### config.mk
export PLATFORM = sky130hd
export DESIGN_NAME = sprite_animation_sequencer
export DESIGN_NICKNAME = d
export VERILOG_FILES = /design/src/sv/sas_pkg.sv /design/src/sv/sas_frame_mem.sv /design/src/sv/sas_divider.sv /design/src/sv/sprite_animation_sequencer.sv
export SDC_FILE = /design/constraint.sdc
export NUM_CORES = 2
export LEC_CHECK = 0
export BUFFER_PORTS_ARGS = -buffer_cell sky130_fd_sc_hd__buf_2
export CAP_MARGIN = 0
export CORE_UTILIZATION = 58
export DETAILED_ROUTE_END_ITERATION = 10
export GPL_TIMING_DRIVEN = 0
export HOLD_SLACK_MARGIN = 0.06
export PLACE_DENSITY = 0.78
export SLEW_MARGIN = 30
export SYNTH_ARGS = -nofsm -noshare
export SYNTH_HDL_FRONTEND = slang
export SYNTH_SLANG_ARGS = --single-unit
### constraint.sdc
create_clock -name clk_i -period 5.6 [get_ports clk_i]
set_input_delay 1.12 -clock clk_i [delete_from_list [all_inputs] [get_ports clk_i]]
set_output_delay 1.12 -clock clk_i [all_outputs]
set_load 0.01 [all_outputs]
### src/sv/sas_pkg.sv
`timescale 1ns / 1ps
`default_nettype none
// ----------------------------------------------------------------------------
// Sprite animation sequencer package
// Shared types, codes and constants of the sprite animation sequencer.
// ----------------------------------------------------------------------------
package sas_pkg;

  localparam int DEF_FRAME_ENTRIES = 16;

  localparam int SPRITE_W   = 10;
  localparam int TICKS_W    = 8;
  localparam int ENTRY_W    = SPRITE_W + TICKS_W;
  localparam int FIDX_W     = 5;
  localparam int WIDE_IDX_W = 9;
  localparam int TIMER_W    = 16;
  localparam int SPEED_W    = 10;
  localparam int SPEED_SHIFT = 6;
  localparam int CFG_DATA_W = 10;
  localparam int CFG_IDX_W  = 2;
  localparam int DIV_STEPS  = 16;

  localparam logic [TIMER_W-1:0] TIMER_MAX = '1;

  typedef enum logic [1:0] {
    OP_TICK   = 2'd0,
    OP_LOAD   = 2'd1,
    OP_START  = 2'd2,
    OP_SETDUR = 2'd3
  } sas_op_e;

  localparam logic [1:0] MODE_STOP = 2'd0;
  localparam logic [1:0] MODE_LOOP = 2'd1;
  localparam logic [1:0] MODE_ONCE = 2'd2;
  localparam logic [1:0] MODE_HIDE = 2'd3;

  localparam logic [CFG_IDX_W-1:0] CFG_FRAME_COUNT = 2'd0;
  localparam logic [CFG_IDX_W-1:0] CFG_REVERSE     = 2'd1;
  localparam logic [CFG_IDX_W-1:0] CFG_ANIM_SPEED  = 2'd2;

  localparam logic [2:0] EV_LAST_TICK = 3'b001;
  localparam logic [2:0] EV_FINISHED  = 3'b010;
  localparam logic [2:0] EV_ADVANCED  = 3'b100;

  typedef enum logic [2:0] {
    ST_IDLE,
    ST_EXEC,
    ST_DSTART,
    ST_DWAIT,
    ST_READ1,
    ST_FIN
  } sas_state_e;

endpackage
`default_nettype wire

### src/sv/sas_frame_mem.sv
`timescale 1ns / 1ps
`default_nettype none
// ----------------------------------------------------------------------------
// Frame table memory
// Single write port and single read port with registered read data.
// ----------------------------------------------------------------------------
module sas_frame_mem
  import sas_pkg::*;
#(
  parameter int FRAME_ENTRIES = DEF_FRAME_ENTRIES,
  localparam int AW = $clog2(FRAME_ENTRIES)
) (
  input  wire logic               clk_i,
  input  wire logic               we_i,
  input  wire logic [AW-1:0]      waddr_i,
  input  wire logic [ENTRY_W-1:0] wdata_i,
  input  wire logic               re_i,
  input  wire logic [AW-1:0]      raddr_i,
  output logic      [ENTRY_W-1:0] rdata_o
);

  logic [ENTRY_W-1:0] mem_q [FRAME_ENTRIES];
  logic [ENTRY_W-1:0] rdata_q;

  always_ff @(posedge clk_i) begin
    if (we_i) begin
      mem_q[waddr_i] <= wdata_i;
    end
  end

  always_ff @(posedge clk_i) begin
    if (re_i) begin
      rdata_q <= mem_q[raddr_i];
    end
  end

  assign rdata_o = rdata_q;

endmodule
`default_nettype wire

### src/sv/sas_divider.sv
`timescale 1ns / 1ps
`default_nettype none
// ----------------------------------------------------------------------------
// Timer rescale divider
// Radix-4 restoring divider, 32-bit dividend by 16-bit divisor.
// ----------------------------------------------------------------------------
module sas_divider
  import sas_pkg::*;
(
  input  wire logic                   clk_i,
  input  wire logic                   rst_ni,
  input  wire logic                   start_i,
  input  wire logic [2*TIMER_W-1:0]   dividend_i,
  input  wire logic [TIMER_W-1:0]     divisor_i,
  output logic                        done_o,
  output logic      [2*TIMER_W-1:0]   quotient_o
);

  localparam int SW = 3 * TIMER_W;

  logic [TIMER_W-1:0]   rem_q, rem_d;
  logic [2*TIMER_W-1:0] qr_q, qr_d;
  logic [3:0]           cnt_q, cnt_d;
  logic                 run_q, run_d;
  logic                 done_q, done_d;
  logic [SW-1:0]        s1, s2;

  function automatic logic [SW-1:0] div_step(input logic [SW-1:0] s,
                                             input logic [TIMER_W-1:0] d);
    logic [TIMER_W:0] r;
    logic [TIMER_W:0] rs;
    begin
      r  = {s[SW-1:2*TIMER_W], s[2*TIMER_W-1]};
      rs = r - {1'b0, d};
      if (r >= {1'b0, d}) begin
        div_step = {rs[TIMER_W-1:0], s[2*TIMER_W-2:0], 1'b1};
      end else begin
        div_step = {r[TIMER_W-1:0], s[2*TIMER_W-2:0], 1'b0};
      end
    end
  endfunction

  assign s1 = div_step({rem_q, qr_q}, divisor_i);
  assign s2 = div_step(s1, divisor_i);

  always_comb begin
    rem_d  = rem_q;
    qr_d   = qr_q;
    cnt_d  = cnt_q;
    run_d  = run_q;
    done_d = 1'b0;
    if (start_i) begin
      rem_d = '0;
      qr_d  = dividend_i;
      cnt_d = '0;
      run_d = 1'b1;
    end else if (run_q) begin
      rem_d = s2[SW-1:2*TIMER_W];
      qr_d  = s2[2*TIMER_W-1:0];
      cnt_d = cnt_q + 4'd1;
      if (cnt_q == 4'(DIV_STEPS - 1)) begin
        run_d  = 1'b0;
        done_d = 1'b1;
      end
    end
  end

  always_ff @(posedge clk_i or negedge rst_ni) begin
    if (!rst_ni) begin
      cnt_q  <= '0;
      run_q  <= 1'b0;
      done_q <= 1'b0;
    end else begin
      cnt_q  <= cnt_d;
      run_q  <= run_d;
      done_q <= done_d;
    end
  end

  always_ff @(posedge clk_i) begin
    rem_q <= rem_d;
    qr_q  <= qr_d;
  end

  assign done_o     = done_q;
  assign quotient_o = qr_q;

endmodule
`default_nettype wire

### src/sv/sprite_animation_sequencer.sv
`timescale 1ns / 1ps
`default_nettype none
// ----------------------------------------------------------------------------
// Sprite animation sequencer
// Frame table driven animation sequencer with loop, once and hide modes.
// ----------------------------------------------------------------------------
// Tick, load and start items go via ST_EXEC, ST_READ1 and ST_FIN to the result.
// A set-duration item also waits in ST_DSTART and ST_DWAIT on the radix-4 divider.
// Each item reads the frame table twice through its single read port.
// The next item is taken in the cycle its result is strobed; results cannot stall.
// Reset clears control state; output registers and frame table are not cleared.
module sprite_animation_sequencer
  import sas_pkg::*;
#(
  parameter int FRAME_ENTRIES = DEF_FRAME_ENTRIES
) (
  input  wire logic                  clk_i,
  input  wire logic                  rst_ni,
  input  wire logic                  cfg_we_i,
  input  wire logic [CFG_IDX_W-1:0]  cfg_idx_i,
  input  wire logic [CFG_DATA_W-1:0] cfg_data_i,
  input  wire logic                  start,
  output logic                       busy,
  input  wire logic [1:0]            opcode_i,
  input  wire logic [3:0]            entry_index_i,
  input  wire logic [SPRITE_W-1:0]   sprite_number_i,
  input  wire logic [TICKS_W-1:0]    frame_ticks_i,
  input  wire logic [1:0]            play_mode_i,
  input  wire logic [TIMER_W-1:0]    duration_value_i,
  output logic                       done_o,
  output logic                       show_sprite_o,
  output logic      [SPRITE_W-1:0]   shown_sprite_o,
  output logic      [1:0]            shown_mode_o,
  output logic      [2:0]            events_o,
  output logic                       finished_o,
  output logic                       hidden_o,
  output logic      [3:0]            current_frame_o
);

  localparam int AW = $clog2(FRAME_ENTRIES);
  localparam logic [WIDE_IDX_W-1:0] ENTRIES_W = WIDE_IDX_W'(FRAME_ENTRIES);

  sas_state_e state_q, state_d;

  logic [FIDX_W-1:0]  frame_count_q;
  logic               reverse_q;
  logic [SPEED_W-1:0] speed_q;

  sas_op_e             op_q, op_d;
  logic [3:0]          entry_q, entry_d;
  logic [SPRITE_W-1:0] sprite_q, sprite_d;
  logic [TICKS_W-1:0]  ticks_q, ticks_d;
  logic [1:0]          pm_q, pm_d;
  logic [TIMER_W-1:0]  dv_q, dv_d;

  logic [1:0]          mode_q, mode_d;
  logic [FIDX_W-1:0]   frame_idx_q, frame_idx_d;
  logic [TIMER_W-1:0]  timer_q, timer_d;
  logic [TIMER_W-1:0]  dur_q, dur_d;
  logic [2:0]          ev_q, ev_d;
  logic                hide_q, hide_d;

  logic                show_q, show_d;
  logic                fin_q, fin_d;
  logic                adv_q, adv_d;
  logic [SPRITE_W-1:0] sprite_before_q, sprite_before_d;
  logic [1:0]          mode_before_q, mode_before_d;
  logic [2*TIMER_W-1:0] prod_q, prod_d;

  logic                out_we;
  logic                done_q;
  logic                show_out_q;
  logic [SPRITE_W-1:0] shown_out_q;
  logic [1:0]          mode_out_q;
  logic [2:0]          ev_out_q;
  logic                fin_out_q;
  logic                hide_out_q;
  logic [3:0]          frame_out_q;

  logic                mem_we;
  logic                mem_re;
  logic [AW-1:0]       mem_waddr;
  logic [AW-1:0]       mem_raddr;
  logic [ENTRY_W-1:0]  mem_wdata;
  logic [ENTRY_W-1:0]  mem_rdata;

  logic                 div_start;
  logic                 div_done;
  logic [2*TIMER_W-1:0] div_quo;

  logic [FIDX_W-1:0]     fc_nz;
  logic [FIDX_W-1:0]     cnt;
  logic [FIDX_W-1:0]     cnt_m1;
  logic [WIDE_IDX_W-1:0] load_wide;
  logic [WIDE_IDX_W-1:0] frame_wide;
  logic                  load_ok;
  logic [TIMER_W-1:0]    t_inc;
  logic [TIMER_W:0]      t_inc1;
  logic [FIDX_W:0]       idx_p1;
  logic                  at_end;
  logic [FIDX_W-1:0]     idx_step;
  logic [TICKS_W+SPEED_W-1:0] scaled;
  logic [TICKS_W+SPEED_W-SPEED_SHIFT-1:0] scaled_sh;
  logic [TIMER_W-1:0]    dur_calc;

  assign fc_nz  = (frame_count_q == '0) ? FIDX_W'(1) : frame_count_q;
  assign cnt    = ({4'b0, fc_nz} > ENTRIES_W) ? ENTRIES_W[FIDX_W-1:0] : fc_nz;
  assign cnt_m1 = cnt - FIDX_W'(1);

  assign load_wide  = {5'b0, entry_q};
  assign frame_wide = {4'b0, frame_idx_q};
  assign load_ok    = load_wide < ENTRIES_W;

  assign t_inc  = (timer_q != TIMER_MAX) ? timer_q + TIMER_W'(1) : timer_q;
  assign t_inc1 = {1'b0, t_inc} + (TIMER_W+1)'(1);
  assign idx_p1 = {1'b0, frame_idx_q} + (FIDX_W+1)'(1);
  assign at_end = reverse_q ? (frame_idx_q == '0) : (idx_p1 >= {1'b0, cnt});
  assign idx_step = reverse_q ? (frame_idx_q - FIDX_W'(1)) : idx_p1[FIDX_W-1:0];

  assign scaled    = (TICKS_W+SPEED_W)'(mem_rdata[ENTRY_W-1:SPRITE_W])
                   * (TICKS_W+SPEED_W)'(speed_q);
  assign scaled_sh = scaled[TICKS_W+SPEED_W-1:SPEED_SHIFT];
  assign dur_calc  = (scaled_sh == '0) ? TIMER_W'(1) : TIMER_W'(scaled_sh);

  assign mem_waddr = load_wide[AW-1:0];
  assign mem_raddr = frame_wide[AW-1:0];
  assign mem_wdata = {ticks_q, sprite_q};

  always_ff @(posedge clk_i or negedge rst_ni) begin
    if (!rst_ni) begin
      frame_count_q <= FIDX_W'(1);
      reverse_q     <= 1'b0;
      speed_q       <= SPEED_W'(64);
    end else if (cfg_we_i) begin
      case (cfg_idx_i)
        CFG_FRAME_COUNT: frame_count_q <= cfg_data_i[FIDX_W-1:0];
        CFG_REVERSE:     reverse_q     <= cfg_data_i[0];
        CFG_ANIM_SPEED:  speed_q       <= cfg_data_i[SPEED_W-1:0];
        default: begin
        end
      endcase
    end
  end

  always_comb begin
    state_d         = state_q;
    op_d            = op_q;
    entry_d         = entry_q;
    sprite_d        = sprite_q;
    ticks_d         = ticks_q;
    pm_d            = pm_q;
    dv_d            = dv_q;
    mode_d          = mode_q;
    frame_idx_d     = frame_idx_q;
    timer_d         = timer_q;
    dur_d           = dur_q;
    ev_d            = ev_q;
    hide_d          = hide_q;
    show_d          = show_q;
    fin_d           = fin_q;
    adv_d           = adv_q;
    sprite_before_d = sprite_before_q;
    mode_before_d   = mode_before_q;
    prod_d          = prod_q;
    mem_we          = 1'b0;
    mem_re          = 1'b0;
    div_start       = 1'b0;
    out_we          = 1'b0;
    busy            = (state_q != ST_IDLE);

    case (state_q)
      ST_IDLE: begin
        if (start) begin
          op_d          = sas_op_e'(opcode_i);
          entry_d       = entry_index_i;
          sprite_d      = sprite_number_i;
          ticks_d       = frame_ticks_i;
          pm_d          = play_mode_i;
          dv_d          = (duration_value_i == '0) ? TIMER_W'(1) : duration_value_i;
          mode_before_d = mode_q;
          mem_re        = 1'b1;
          state_d       = ST_EXEC;
        end
      end
      ST_EXEC: begin
        sprite_before_d = mem_rdata[SPRITE_W-1:0];
        show_d          = 1'b0;
        fin_d           = 1'b0;
        adv_d           = 1'b0;
        state_d         = ST_READ1;
        case (op_q)
          OP_TICK: begin
            if (mode_q != MODE_STOP) begin
              ev_d    = '0;
              show_d  = (timer_q == '0);
              timer_d = t_inc;
              if (t_inc >= dur_q) begin
                adv_d   = 1'b1;
                timer_d = '0;
                if (at_end) begin
                  fin_d = 1'b1;
                  ev_d  = EV_FINISHED;
                  if (reverse_q) begin
                    frame_idx_d = frame_idx_q;
                  end else begin
                    frame_idx_d = cnt_m1;
                  end
                  if (mode_q == MODE_ONCE) begin
                    mode_d = MODE_STOP;
                  end else if (mode_q == MODE_HIDE) begin
                    mode_d = MODE_STOP;
                    hide_d = 1'b1;
                  end else begin
                    frame_idx_d = reverse_q ? cnt_m1 : '0;
                    ev_d        = EV_FINISHED | EV_ADVANCED;
                  end
                end else begin
                  frame_idx_d = idx_step;
                  ev_d        = EV_ADVANCED;
                end
              end else if (t_inc1 >= {1'b0, dur_q}) begin
                if (at_end) begin
                  ev_d = EV_LAST_TICK;
                end
              end
            end
          end
          OP_LOAD: begin
            mem_we = load_ok;
          end
          OP_START: begin
            mode_d      = pm_q;
            frame_idx_d = ({1'b0, entry_q} >= cnt) ? cnt_m1 : {1'b0, entry_q};
            timer_d     = '0;
            dur_d       = dv_q;
            ev_d        = '0;
            hide_d      = 1'b0;
          end
          OP_SETDUR: begin
            prod_d  = (2*TIMER_W)'(dv_q) * (2*TIMER_W)'(timer_q);
            state_d = ST_DSTART;
          end
          default: begin
          end
        endcase
      end
      ST_DSTART: begin
        div_start = 1'b1;
        state_d   = ST_DWAIT;
      end
      ST_DWAIT: begin
        if (div_done) begin
          timer_d = (div_quo[2*TIMER_W-1:TIMER_W] != '0) ? TIMER_MAX
                                                         : div_quo[TIMER_W-1:0];
          dur_d   = dv_q;
          state_d = ST_READ1;
        end
      end
      ST_READ1: begin
        mem_re  = 1'b1;
        state_d = ST_FIN;
      end
      ST_FIN: begin
        if (adv_q) begin
          dur_d = dur_calc;
        end
        out_we  = 1'b1;
        state_d = ST_IDLE;
      end
      default: begin
        state_d = ST_IDLE;
      end
    endcase
  end

  always_ff @(posedge clk_i or negedge rst_ni) begin
    if (!rst_ni) begin
      state_q     <= ST_IDLE;
      mode_q      <= MODE_STOP;
      frame_idx_q <= '0;
      timer_q     <= '0;
      dur_q       <= TIMER_W'(1);
      ev_q        <= '0;
      hide_q      <= 1'b0;
      done_q      <= 1'b0;
    end else begin
      state_q     <= state_d;
      mode_q      <= mode_d;
      frame_idx_q <= frame_idx_d;
      timer_q     <= timer_d;
      dur_q       <= dur_d;
      ev_q        <= ev_d;
      hide_q      <= hide_d;
      done_q      <= out_we;
    end
  end

  always_ff @(posedge clk_i) begin
    op_q            <= op_d;
    entry_q         <= entry_d;
    sprite_q        <= sprite_d;
    ticks_q         <= ticks_d;
    pm_q            <= pm_d;
    dv_q            <= dv_d;
    show_q          <= show_d;
    fin_q           <= fin_d;
    adv_q           <= adv_d;
    sprite_before_q <= sprite_before_d;
    mode_before_q   <= mode_before_d;
    prod_q          <= prod_d;
    if (out_we) begin
      show_out_q  <= show_q;
      shown_out_q <= show_q ? sprite_before_q : mem_rdata[SPRITE_W-1:0];
      mode_out_q  <= mode_before_q;
      ev_out_q    <= ev_q;
      fin_out_q   <= fin_q;
      hide_out_q  <= hide_q;
      frame_out_q <= frame_idx_q[3:0];
    end
  end

  sas_frame_mem #(
    .FRAME_ENTRIES(FRAME_ENTRIES)
  ) u_frame_mem (
    .clk_i  (clk_i),
    .we_i   (mem_we),
    .waddr_i(mem_waddr),
    .wdata_i(mem_wdata),
    .re_i   (mem_re),
    .raddr_i(mem_raddr),
    .rdata_o(mem_rdata)
  );

  sas_divider u_divider (
    .clk_i     (clk_i),
    .rst_ni    (rst_ni),
    .start_i   (div_start),
    .dividend_i(prod_q),
    .divisor_i (dur_q),
    .done_o    (div_done),
    .quotient_o(div_quo)
  );

  assign done_o          = done_q;
  assign show_sprite_o   = show_out_q;
  assign shown_sprite_o  = shown_out_q;
  assign shown_mode_o    = mode_out_q;
  assign events_o        = ev_out_q;
  assign finished_o      = fin_out_q;
  assign hidden_o        = hide_out_q;
  assign current_frame_o = frame_out_q;

`ifndef SYNTH
  a_done_when_idle: assert property (@(posedge clk_i) disable iff (!rst_ni)
    done_o |-> !busy)
    else $error("result strobe while an item is in progress");

  a_short_latency: assert property (@(posedge clk_i) disable iff (!rst_ni)
    (start && !busy && opcode_i != OP_SETDUR) |-> ##4 done_o)
    else $error("result of a short item not strobed after four cycles");

  a_finish_event: assert property (@(posedge clk_i) disable iff (!rst_ni)
    (done_o && finished_o) |-> events_o[1])
    else $error("finished result without the finished event");

  a_index_in_table: assert property (@(posedge clk_i) disable iff (!rst_ni)
    {4'b0, frame_idx_q} < ENTRIES_W)
    else $error("frame index beyond the frame table");

  a_div_in_setdur: assert property (@(posedge clk_i) disable iff (!rst_ni)
    div_done |-> (state_q == ST_DWAIT))
    else $error("divider finished outside a set-duration item");
`endif

endmodule
`default_nettype wire
======== Word-level counts from Yosys, hierarchy flattened ========
Memories as Yosys holds them, arrays and structs flattened. A register that Yosys moved wholly into a read port is not among the register bits.
Cells that the tools add are included.
operators by class
  multipliers ............................. 2
  reduce and logical (&&, ||, !) cells .... 29
  eq/ne operators ......................... 26
  magnitude comparators ................... 8
  muxes and demuxes ....................... 72
  $add $sub $neg .......................... 8
operators by type and width
  operator                 count
  $mux W16                 8
  $mux W48                 2
  $mux W32                 2
  $pmux W16 S2             2
  $mux W5                  11
  $ge A17 B16 Y1           3
  $pmux W16 S3             1
  $logic_not A16 Y1        2
  $mul A16 B16 Y32         1
  $sub A16 B16 Y16         2
  $mux W3                  8
  $mux W1                  23
  $mul A8 B10 Y18          1
  $add A16 B1 Y17 const B  1
  $add A16 B1 Y16 const B  1
  $ge A16 B16 Y1           1
  $ne A16 B16 Y1 const B   1
  $reduce_bool A16 Y1      1
  $pmux W3 S5              1
  $ne A2 B2 Y1 const B     7
  $reduce_and A2 Y1        7
  $logic_not A12 Y1        1
  $mux W12                 1
  $reduce_and A4 Y1        3
  other kinds (31)         54
storage, ports and cells
  output and inout bits ................... 24
  bits of input ports ..................... 58
  register bits after elaboration ......... 228
  bits in writable memories ............... 288
  memories ................................ 1
memory list
  name               words  bits a word  rd ports  clocked after Yosys merged registers in  wr ports  RTL line             RTL
  u_frame_mem.mem_q  16     18           1         1                                        1         sas_frame_mem.sv:22  logic [ENTRY_W-1:0] mem_q [FRAME_ENTRIES];

======== Longest topological paths before layout ========
  word-level depth ........................ 12
  gate-level depth with buffers ........... 24
  depth with buffers taken out ............ 23

======== Modules after synthesis ========
A second synthesis with hierarchy kept.
unflattened totals
  cell total of the unflattened synthesis .. 2940
  area, all modules ....................... 35217.5 µm²
modules (own cells, without submodules)
  module                      area each (µm²)  seq. area each (µm²)  times used  cells each
  sprite_animation_sequencer  19476.2          4913.5                1           2019
  sas_frame_mem               11502.3          9188.8                1           482
  sas_divider                 4239.1           1431.4                1           439

======== Worst setup path before layout ========
Ideal clock, no wire load.
  path type ............................... reg2reg
  start point ............................. register timer_q[2]
  end point ............................... register prod_q[20] (data pin)
  data required time ...................... 5.341 ns
  cell stages (with the launch flop) ...... 23
  setup slack ............................. -0.475 ns
  period minus slack after synthesis ...... 6.075 ns
  arrival time ............................ 5.816 ns
  cells stage by stage .................... dfrtp_1 buf_2 clkbuf_1 clkbuf_1 nand2_1 fa_1 fa_1 fa_1 fa_1 inv_1 fa_1 inv_1 fa_1 inv_1 ha_1 a21o_1 a21o_1 a21o_1 a22oi_1 o21ai_0 a21o_1 a21oi_1 xnor2_1
on the way
  word-level cells in the longest chain between the ends .. 1
RTL lines
  element                   RTL line                           RTL
  start: declaration        sprite_animation_sequencer.sv:58   logic [TIMER_W-1:0] timer_q, timer_d;
  start signal: assignment  sprite_animation_sequencer.sv:290  timer_q <= timer_d;
  $mul A16 B16 Y32          sprite_animation_sequencer.sv:240  prod_d = (2*TIMER_W)'(dv_q) * (2*TIMER_W)'(timer_q);
  end signal: assignment    sprite_animation_sequencer.sv:310  prod_q <= prod_d;
  end: declaration          sprite_animation_sequencer.sv:68   logic [2*TIMER_W-1:0] prod_q, prod_d;
Every way passes these cells.
A chain may end at the register's enable or synchronous reset.

======== Worst setup path after layout ========
  start point ............................. register dv_q[14]
  end point ............................... register prod_q[30] (data pin)
on the way
  word-level cells in the longest chain between the ends .. 1
RTL lines
  element                   RTL line                           RTL
  start: declaration        sprite_animation_sequencer.sv:54   logic [TIMER_W-1:0] dv_q, dv_d;
  start signal: assignment  sprite_animation_sequencer.sv:304  dv_q <= dv_d;
  $mul A16 B16 Y32          sprite_animation_sequencer.sv:240
Every way passes these cells.

==> out/metrics.yaml <==
final_layout:
  final_cell_mix: "edfxtp_1 (449), nand2_1 (355), inv_1 (345)"
  drive_gt1_frac: 0.195
  nets: 3697
  area_growth_pct: 16.3
  finalInstanceArea_mm2: 0.0404
  final_common_cell: "edfxtp_1"
sta:
  fin_skew_ns: 0.0562
  layout_setup_ws_ns: -0.465
  finalHoldViolCount: 0
  drv_slew: 0
  finalCritPeriodShare: 1.08
  finalSetupViolCount: 14
  slew_headroom: 0.308
  min_period_ns: 6.07
  rsz0062_at_grt: "yes"
  tightest_slew_ns: 1.04
  clock.fmax_mhz: 165
floorplan:
  fp.dieH_um: 247
  die_w_um: 247
  core-area_mm2: 0.0591
  ios: 82
  rows: 89
  start_util: 0.588
  dieArea_mm2: 0.0609
cts:
  cts_buffers: 54
  insertion_delay_ns: 0.66
  clkSinkCount: 534
  clockBufferDepth: 3
  h-tree-depth: 2
  cts_root_buf: "clkbuf_16"
  path_clk_slew_ns: 0.06
  cts_tree: "built"
yosys:
  syn-cell-area_mm2: 0.0348
  synth-seq-cells: 534
  synthFlopType: "edfxtp_1"
  synth_xor_area_frac: 0.0237
  muxShareOfSynthArea: 0.0770
  synth_cells: 2917
  synth_compound_area_frac: 0.0692
  synth_edf_count: 449
  synth_nets: 3437
  synth_fa_ha_area_frac: 0.219
  netlist.area_leader.share: 0.388
  ys_top_cells_by_area: "edfxtp_1 (39%), fa_1 (14%), ha_1 (7.9%)"
  ys_async_sr_fraction: 0.129
  synth_top_family_by_area: "adder cells"
  syn_avg_cell_area_um2: 11.9
  ys_seq_area_frac: 0.447
  ys_warn_count: 0
  synthSimpleGateAreaFrac: 0.110
  yosys.area.top_type: "edfxtp_1"
  synth.distinct_cells: 79
placement:
  dp_hpwl_um: 69600
  io_buffers: 81
  gp_congestion: 0.972
  place_area_mm2: 0.0371
worst_setup_path:
  required_ns: 5.96
  cp_max_fo: 5
  crit_path_end_kind: "flop"
  critPathKind: "reg -> reg"
  worstPathArrival_ns: 6.43
  reg2reg_depth: 22
  critPathLaunchType: "flop"
drt:
  vias: 25300
  vias_per_cell: 6.34
  drt_iter0_drc: 2962
  detail-route-antenna-nets: 0
  drc: 4
  drt_wl_total_um: 104000
  dr.pass1.iters: 9
  wl_per_cell_um: 26.0
global_route:
  met3_usage: 0.0875
  grt_usage: 0.341
  antenna_found_initial: 2
  grt_max_degree: 40
  busiest_layer: "met2"
  grt-ovfl-total: 0
  use_met1: 0.431
  grt_pass1_vias: 25900
  grt_first_pass_wirelength_um: 153000
  use_met2: 0.546
job:
  maxCapViolations: 0
worst_hold_path:
  hold_depth: 0
  hp-class: "reg -> reg"
status:
  status: "finished, violations left"
  violations: "design-rule violations, negative setup slack"
==> area by class of cell <==
| cell class | count | area, um^2 |
|---|---|---|
| plain buffers | 126 | 961 |
| multi-input cells | 1884 | 18100 |
| fillers | 3900 | 18700 |
| clock inverters | 42 | 378 |
| inverters | 359 | 1350 |
| well taps | 773 | 967 |
| flip-flops and latches | 534 | 15500 |
| repair buffers | 218 | 1800 |
| diodes | 1 | 2.50 |
| clock buffers | 59 | 1370 |
==> flip-flops by register name (all words and copies together), names as in the netlist, 16 cells and up <==
register and cells:
dur_q 16, prod_q 32, timer_q 16, u_divider.rem_q 16, dv_q 16, u_divider.quotient_o 32
u_frame_mem.mem_q 288, u_frame_mem.rdata_o 18
==> worst paths after layout <==
check | startpoint | endpoint | slack, ns
max in group asynchronous | rst_ni | frame_count_q[0] | 4.43
max reg2reg | dv_q[14] | prod_q[30] | -0.47
max | dv_q[14] | prod_q[30] | -0.47
min | mode_before_q[0] | shown_mode_o[0] | 0.42
min in group asynchronous | rst_ni | u_divider.cnt_q[2] | 0.49
min reg2reg | mode_before_q[0] | shown_mode_o[0] | 0.42
==> critical path: stages (launching register included) <==
cell      delay, ns
edfxtp_1       0.47
clkbuf_8       0.21
buf_4          0.12
nand2_1        0.11
fa_1           0.59
inv_1          0.09
fa_1           0.50
fa_1           0.53
fa_1           0.51
inv_1          0.08
fa_1           0.60
inv_1          0.07
ha_1           0.31
ha_4           0.26
nand2_2        0.08
nor2_1         0.06
a211oi_2       0.25
o31ai_2        0.15
a22oi_2        0.19
o311a_4        0.23
o21bai_1       0.08
a21oi_1        0.18
xnor2_1        0.09
==> cells by family (layout without fill, tap and decap cells) <==
group,count (synthesis),after routing
xor gates and xnor gates,94,94
and+or+nand+nor,809,809
AOI/OAI and AO/OA,369,369
buffers and inverters,499,804
adders and majority gates,462,462
DFF,534,534
other,0,1
muxes,150,150
==> per-layer routing <==
metal	part of all wire	wire (um)
met3	0.11	11500
met1	0.36	37500
met2	0.47	49100
met4	0.056	5790
met5	0.00012	12
==> through the flow <==
stage / setup WS (ns) / instances / hold slack [ns] / util / setup TNS (ns)
6_report: -0.465 / 3996 / 0.418 / 0.684 / -3.84
5_1_grt: -0.589 / 3995 / 0.430 / 0.684 / -6.39
4_1_cts: -0.346 / 3973 / 0.424 / 0.677 / -2.17
3_5_place_dp: -1.13 / 3802 / 0.415 / 0.627 / -23.88
3_3_place_gp: -1.39 / 3771 / 0.410 / 0.616 / -165.76
2_1_floorplan: -0.00852 / 2917 / 0.400 / - / -0.00852
==> timing repair <==
action / in CTS / in global routing
gates resized for setup: 161 / 58
hold buffers: 0 / 0
cloned: 3 / 2
pin swaps: 48 / 34
setup buffers: 80 / 22
endpoints found under the setup margin: 42 / 37
==> cells in the mapped netlist (10+ instances only) <==
cell type and count:
edfxtp_1 449, nand2_1 360, inv_1 358, fa_1 243
ha_1 219, and2_1 163, clkbuf_1 125, nor2_1 118
mux4_2 90, a21oi_1 89, o21ai_0 84, xnor2_1 67
dfrtp_1 66, mux2_2 36, a21o_1 34, nand3_1 33
o21a_1 31, xor2_1 27, nor3_1 24, mux2i_1 23
nand2b_1 18, nor4_1 17, dfxtp_1 16, and3_1 15
nand4_1 15, a211oi_1 13, nor2b_1 13, o21ai_1 13
a31oi_1 10, buf_1 10, o221ai_1 10
Power is not shown: default switching activity piles up to over one toggle a cycle in this logic, so the estimate is an artifact.
